`config.mk`:
```
export PLATFORM = sky130hd
export DESIGN_NAME = ldcg_ctrl
export DESIGN_NICKNAME = d
export VERILOG_FILES = /design/src/rtl/core/ldcg_pkg.sv /design/src/rtl/core/ldcg_ctrl.sv
export SDC_FILE = /design/constraint.sdc
export NUM_CORES = 1
export LEC_CHECK = 0
export ABC_AREA = 1
export BUFFER_PORTS_ARGS = -buffer_cell sky130_fd_sc_hd__buf_4
export CAP_MARGIN = 40
export CORE_ASPECT_RATIO = 1.4
export CORE_UTILIZATION = 40
export DETAILED_ROUTE_END_ITERATION = 7
export PLACE_DENSITY = 0.68
export SYNTH_ARGS = -nofsm -noshare
export SYNTH_HDL_FRONTEND = slang
export SYNTH_SLANG_ARGS = --single-unit
```
`constraint.sdc`:
```
create_clock -name clock -period 1.5 [get_ports clock]
set_input_delay 0.3 -clock clock [delete_from_list [all_inputs] [get_ports clock]]
set_output_delay 0.3 -clock clock [all_outputs]
set_load 0.05 [all_outputs]
```
`src/rtl/core/ldcg_pkg.sv`:
```
// Shared types and constants of the load driven clock governor.
`default_nettype none

package ldcg_pkg;

   // Field widths of the item, result and register ports.
   localparam int CORE_W     = 3;
   localparam int SRC_W      = 2;
   localparam int MHZ_W      = 20;
   localparam int TICK_W     = 32;
   localparam int LOAD_W     = 11;
   localparam int WANT_W     = 30;
   localparam int PROD_W     = 31;
   localparam int LIMIT_W    = 40;
   localparam int TARGET_W   = 31;
   localparam int SIU_W      = 4;
   localparam int CSR_IDX_W  = 3;
   localparam int CSR_DATA_W = 40;

   // Load scale: busy fraction in units of 1/1024.
   localparam int LOAD_SHIFT = 10;
   localparam int FULL_LOAD  = 1024;

   // Serial divider step counts and the width of the step counter.
   localparam int LDIV_STEPS = LOAD_SHIFT;
   localparam int WDIV_STEPS = WANT_W;
   localparam int STEP_W     = 5;

   // Register indexes of the configuration port.
   localparam logic [CSR_IDX_W-1:0] CSR_BATTERY_LIMITS = 3'd0;
   localparam logic [CSR_IDX_W-1:0] CSR_ONLINE_LIMITS  = 3'd1;
   localparam logic [CSR_IDX_W-1:0] CSR_UNKNOWN_LIMITS = 3'd2;
   localparam logic [CSR_IDX_W-1:0] CSR_BATTERY_TARGET = 3'd3;
   localparam logic [CSR_IDX_W-1:0] CSR_ONLINE_TARGET  = 3'd4;
   localparam logic [CSR_IDX_W-1:0] CSR_UNKNOWN_TARGET = 3'd5;
   localparam logic [CSR_IDX_W-1:0] CSR_SAMPLES        = 3'd6;

   // Power source codes.
   localparam logic [SRC_W-1:0] SRC_BATTERY = 2'd0;
   localparam logic [SRC_W-1:0] SRC_ONLINE  = 2'd1;
   localparam logic [SRC_W-1:0] SRC_UNKNOWN = 2'd2;
   localparam logic [SRC_W-1:0] SRC_SPARE   = 2'd3;

   // Time counter classes, in item order.
   localparam logic [2:0] CLASS_USER      = 3'd0;
   localparam logic [2:0] CLASS_NICE      = 3'd1;
   localparam logic [2:0] CLASS_SYSTEM    = 3'd2;
   localparam logic [2:0] CLASS_INTERRUPT = 3'd3;
   localparam logic [2:0] CLASS_IDLE      = 3'd4;

   // Commands from the controller to the datapath.
   typedef struct packed {
      logic clear_step;
      logic accept;
      logic ring_access;
      logic accumulate;
      logic load_start;
      logic div_step;
      logic div_load;
      logic mul;
      logic want_start;
      logic emit;
      logic emit_last;
      logic update;
      logic advance;
   } cmd_type;

   // Status from the datapath to the controller.
   typedef struct packed {
      logic clear_done;
      logic cls_last;
      logic load_direct;
      logic leads;
      logic last;
      logic group_open;
      logic tload_zero;
      logic out_free;
   } status_type;

endpackage

`default_nettype wire

```
`src/rtl/core/ldcg_ctrl.sv`:
```
// Controller state machine that sequences ring access, division and result output.
`default_nettype none

module ldcg_ctrl (
   input  wire logic                clock,
   input  wire logic                reset,
   input  wire logic                req_valid,
   output logic                     req_ready,
   input  wire ldcg_pkg::status_type status,
   output ldcg_pkg::cmd_type        cmd
);

   localparam logic [3:0] S_CLEAR  = 4'd0;
   localparam logic [3:0] S_IDLE   = 4'd1;
   localparam logic [3:0] S_READ   = 4'd2;
   localparam logic [3:0] S_ACC    = 4'd3;
   localparam logic [3:0] S_LOAD   = 4'd4;
   localparam logic [3:0] S_LDIV   = 4'd5;
   localparam logic [3:0] S_GROUP  = 4'd6;
   localparam logic [3:0] S_MUL    = 4'd7;
   localparam logic [3:0] S_WSTART = 4'd8;
   localparam logic [3:0] S_WDIV   = 4'd9;
   localparam logic [3:0] S_OUT    = 4'd10;
   localparam logic [3:0] S_UPDATE = 4'd11;
   localparam logic [3:0] S_ADV    = 4'd12;

   logic [3:0]                  state_ff, state_in;
   logic [ldcg_pkg::STEP_W-1:0] step_ff, step_in;
   logic                        phase_ff, phase_in;

   assign req_ready = (state_ff == S_IDLE);

   // Next state and command decode.
   always_comb begin
      state_in = state_ff;
      step_in  = step_ff;
      phase_in = phase_ff;
      cmd      = '0;
      unique case (state_ff)
         S_CLEAR: begin
            cmd.clear_step = 1'b1;
            if (status.clear_done) begin
               state_in = S_IDLE;
            end
         end
         S_IDLE: begin
            if (req_valid) begin
               cmd.accept = 1'b1;
               state_in   = S_READ;
            end
         end
         S_READ: begin
            cmd.ring_access = 1'b1;
            state_in        = S_ACC;
         end
         S_ACC: begin
            cmd.accumulate = 1'b1;
            state_in       = status.cls_last ? S_LOAD : S_READ;
         end
         S_LOAD: begin
            cmd.load_start = 1'b1;
            step_in        = '0;
            state_in       = status.load_direct ? S_GROUP : S_LDIV;
         end
         S_LDIV: begin
            cmd.div_step = 1'b1;
            cmd.div_load = 1'b1;
            step_in      = step_ff + 1'b1;
            if (step_ff == ldcg_pkg::STEP_W'(ldcg_pkg::LDIV_STEPS - 1)) begin
               state_in = S_GROUP;
            end
         end
         S_GROUP: begin
            if (status.leads && status.group_open) begin
               phase_in = 1'b0;
               state_in = S_MUL;
            end else begin
               state_in = S_UPDATE;
            end
         end
         S_MUL: begin
            cmd.mul  = 1'b1;
            state_in = S_WSTART;
         end
         S_WSTART: begin
            cmd.want_start = 1'b1;
            step_in        = '0;
            state_in       = status.tload_zero ? S_OUT : S_WDIV;
         end
         S_WDIV: begin
            cmd.div_step = 1'b1;
            step_in      = step_ff + 1'b1;
            if (step_ff == ldcg_pkg::STEP_W'(ldcg_pkg::WDIV_STEPS - 1)) begin
               state_in = S_OUT;
            end
         end
         S_OUT: begin
            if (status.out_free) begin
               cmd.emit      = 1'b1;
               cmd.emit_last = phase_ff;
               state_in      = phase_ff ? S_ADV : S_UPDATE;
            end
         end
         S_UPDATE: begin
            cmd.update = 1'b1;
            if (status.last) begin
               if (status.leads || status.group_open) begin
                  phase_in = 1'b1;
                  state_in = S_MUL;
               end else begin
                  state_in = S_ADV;
               end
            end else begin
               state_in = S_IDLE;
            end
         end
         S_ADV: begin
            cmd.advance = 1'b1;
            state_in    = S_IDLE;
         end
         default: begin
            state_in = S_IDLE;
         end
      endcase
   end

   // State registers.
   always_ff @(posedge clock) begin
      if (reset) begin
         state_ff <= S_CLEAR;
         step_ff  <= '0;
         phase_ff <= 1'b0;
      end else begin
         state_ff <= state_in;
         step_ff  <= step_in;
         phase_ff <= phase_in;
      end
   end

endmodule

`default_nettype wire

```
# After elaboration in Yosys (flattened, before gate mapping)
# Index checks and enable logic that the tools add are counted.
# totals
word_cells	67
inputBits	11
output_inout_bits	14
ff_bits	10
# op_classes
muxes	32
n_addsub	1
n_reduce_logical	9
eq_ne	22
# ops
op	count
case mux 4 bit (12 select lines)	1
2-to-1 mux 4 bit	8
== test 4 bit, second input constant	5
== test 4 x 3 -> 1 bit, second input constant	4
!= test 2 bit, second input constant	8
2-to-1 mux 1 bit	15
case mux 5 bit (2 select lines)	1
== test 4 x 2 -> 1 bit, second input constant	2
2-to-1 mux 2 bit	4
2-to-1 mux 3 bit	2
adder 5 x 1 -> 5 bit, second input constant	1
== test 5 x 4 -> 1 bit, second input constant	1
== test 5 bit, second input constant	1
AND reduction 5 bit	1
== test 4 x 1 -> 1 bit, second input constant	1
logical NOT 4 bit	1
AND reduction 4 bit	1
nonzero test 2 bit	2
OR reduction 2 bit	2
case mux 1 bit (2 select lines)	1
logical AND 1 bit	1
logical OR 1 bit	1

# Logic depth before layout (Yosys ltp)
# logic_depth
depth_word	4
ltp_mapped	9

# Worst setup path after synthesis
# Ideal clock, no wire load.
# synth_timing
kind	flip-flop to output port
start	reg state_ff[2]
end	out cmd[2] (netlist name)
arrival_ps	1742
setup_slack_ps	-542
path_stages_with_launch	6
path_buffers	0
cell_sequence	dfxtp_1 -> inv_2 -> nand2_1 -> nor2_2 -> inv_1 -> nor3_1
# synth_lines
item	line_no	rtl
start, declared	ldcg_ctrl.sv:27	logic [3:0] state_ff, state_in;
start signal, assigned	ldcg_ctrl.sv:134	state_ff <= state_in;
end, declared	ldcg_ctrl.sv:10	output ldcg_pkg::cmd_type cmd

==> results.sh <==
export IMPL_drive_gt1_frac=0.421
export IMPL_startpoint="state_ff[2]"
export IMPL_clock_sinks=10
export IMPL_insertion_delay_ps=280
export IMPL_worstMarginPinSlew_ps=242
export IMPL_drt_initial_drc_count=11
export IMPL_ff_latch_area_um2=215
export IMPL_max_stage_delay_ps=380
export IMPL_core_um2=1950
export IMPL_multiInputGateArea_um2=611
export IMPL_ys_warn_count=0
export IMPL_avgSynthCellArea_um2=5.79
export IMPL_clk_path_buf_depth=2
export IMPL_violations="setup timing"
export IMPL_required_ps=1200
export IMPL_power_leakage_nw=0.578
export IMPL_num_io_pins=25
export IMPL_setup_tns_ps=-425
export IMPL_hold_viol_final=0
export IMPL_ys_types=22
export IMPL_synth_seq_cells=10
export IMPL_layout_setup_ws_ps=-75.6
export IMPL_first_global_vias=962
export IMPL_num_fill_cells=164
export IMPL_startpoint_type="flop"
export IMPL_crit_type="flop to primary output"
export IMPL_wire_per_inst_um=12.8
export IMPL_status="complete, but fails checks"
export IMPL_start_util=0.422
export IMPL_n_antenna_cell=0
export IMPL_drc=0
export IMPL_port_buffers=24
export IMPL_grt_overflow_total=0
export IMPL_critPathMaxFanout=5
export IMPL_dpl_hpwl_um=1810
export IMPL_p_per_area_nw_per_um2=736
export IMPL_grt_pass1_wl_um=3820
export IMPL_ys_seq_area_frac=0.244
export IMPL_cpMaxStageDelayCell="dfxtp_4"
export IMPL_rsz0062_at_grt="true"
export IMPL_hold_path_startpoint="reset"
export IMPL_wl_um=2550
export IMPL_clk_pin_slew_ps=80
export IMPL_fin_crit_ps=1580
export IMPL_setup_viol=10
export IMPL_grt_usage=0.243
export IMPL_dr_total_vias=1002
export IMPL_fin_skew_ps=11.0
export IMPL_fp_dieH_um=55.6
export IMPL_die_area_um2=2240
export IMPL_drt_pass1_iter_count=4
export IMPL_period_share=1.05
export IMPL_ctsHtreeMaxLevel=1
export IMPL_antenna_left=0
export IMPL_finalPower_mw=0.962
export IMPL_grt_max_degree=8
export IMPL_synth_area_um2=822
export IMPL_via_per_inst=5.04
export IMPL_die_w_um=40.3
export IMPL_cap_violations=0
export IMPL_crit_path_end_kind="primary output"
export IMPL_slew_viol_final=0
export IMPL_place_congestion=0.829
export IMPL_peakVddDrop_uv=541
export IMPL_hp_class="primary input to flop"
export IMPL_cts_root_buf="clkbuf_4"
export IMPL_finalNetCount=192
export IMPL_rows=19
export IMPL_cts_inserted_buffers=3
export IMPL_worstReg2RegStart="state_ff[2]"
export IMPL_synth_net_count=155
export IMPL_critPathArrivalTime_ps=1280
export IMPL_cts_tree="built"
export IMPL_crit_chain="inv_6 -> nand2_8 -> buf_4 -> nor2_4 -> buf_6"
export IMPL_netlist_instances=142
export IMPL_area_delta_synth_final_pct=59.1
export IMPL_fmax_ghz=0.635
export IMPL_grt_antenna_before_repair=0
export IMPL_max_slew_margin=0.838
-- registers in the layout (all words and copies together) (netlist names) --
| signal | flops |
|---|---|
| state_ff | 4 |
| phase_ff | 1 |
| step_ff | 5 |
-- per-layer routing --
layer / vias up / routed length, µm / part of all wire / global-route usage
met1: 448 / 983 / 0.39 / 0.245
met3: 5 / 87 / 0.034 / 0.0400
met2: 32 / 1420 / 0.56 / 0.449
met5: - / 0 / 0 / 0
met4: 0 / 53 / 0.021 / 0.0905
li1: 517 / - / - / -
-- path summary, 6_finish.rpt --
kind / endpoint / slack (ps) / cells past startpoint
setup / recovery: cmd[4] / -80 / 5
hold / removal: state_ff[1] / 240 / 2
setup reg to reg: state_ff[0] / 150 / 10
hold reg to reg: step_ff[1] / 510 / 2
-- kinds of logic after synthesis --
| kind of cell | synth area share |
|---|---|
| buffers and inverters | 0.128 |
| DFF | 0.244 |
| AOI/OAI and AO/OA | 0.0913 |
| and+or+nand+nor | 0.496 |
| adders and majority gates | 0.0304 |
| xor gates and xnor gates | 0.0107 |
-- timing repair --
action                                  in CTS  in global routing
buffers inserted                             6                  3
pin swaps                                    4                  6
cloned                                       0                  0
resized for setup                           25                 25
hold buffers                                 0                  0
endpoints found under the setup margin      14                 15
-- through the flow --
stage / util / std cells / setup WS (ps) / hold WS (ps) / cell area, µm²
2_1_floorplan: - / 142 / -139 / 369 / 842
3_3_place_gp: 0.538 / 187 / 117 / 497 / 1050
6_report: 0.671 / 199 / -75.6 / 244 / 1310
5_1_grt: 0.671 / 199 / -123 / 251 / 1310
4_1_cts: 0.612 / 196 / -95.0 / 246 / 1190
3_5_place_dp: 0.538 / 187 / 79.6 / 504 / 1050
-- cell type report --
class | instances | area share
inverters | 26 | 0.0823
well taps | 21 | 0.0201
repair buffers | 33 | 0.238
multi-input cells | 105 | 0.467
clock buffers | 4 | 0.0278
flip-flops and latches | 10 | 0.165
-- power by group --
| group | switching [mW] | total, mW | leakage (nW) | internal, mW |
|---|---|---|---|---|
| Sequential | 0.0285 | 0.306 | 0.0838 | 0.277 |
| Combinational | 0.251 | 0.397 | 0.474 | 0.146 |
| Clock | 0.111 | 0.259 | 0.0210 | 0.148 |
| Total | 0.391 | 0.962 | 0.578 | 0.572 |
-- synthesized netlist by cell type, drive strengths merged --
cell / n / area (µm²)
buf: 1 / 7.51
nand2: 35 / 144
or2: 1 / 6.26
a21oi: 8 / 40.0
ha: 2 / 25.0
nand4: 2 / 12.5
nand3b: 1 / 7.51
nor2: 31 / 134
xnor2: 1 / 8.76
dfxtp: 10 / 200
nand3: 12 / 72.6
nor3: 4 / 25.0
and3: 1 / 6.26
o21ai: 7 / 35.0
inv: 26 / 97.6
-- worst max-delay path: cells and delay by family (launching register included) --
family	cells	cell delay [ps]
AND/OR/NAND/NOR	2	210
flip-flops	1	380
buffers and inverters	3	410
-- placed cells by master (no fill, tap or decap), types with 2 or more instances in the layout --
| cell | count |
|---|---|
| a21oi_1 | 8 |
| buf_4 | 20 |
| buf_6 | 9 |
| buf_8 | 4 |
| clkbuf_4 | 3 |
| dfxtp_1 | 6 |
| dfxtp_4 | 4 |
| ha_1 | 2 |
| inv_1 | 19 |
| inv_2 | 4 |
| inv_4 | 2 |
| nand2_1 | 27 |
| nand2_2 | 4 |
| nand2_4 | 3 |
| nand3_1 | 11 |
| nand4_1 | 2 |
| nor2_1 | 17 |
| nor2_2 | 9 |
| nor2_4 | 5 |
| nor3_2 | 4 |
| o21ai_0 | 7 |
(Power assumes the default switching activity.)
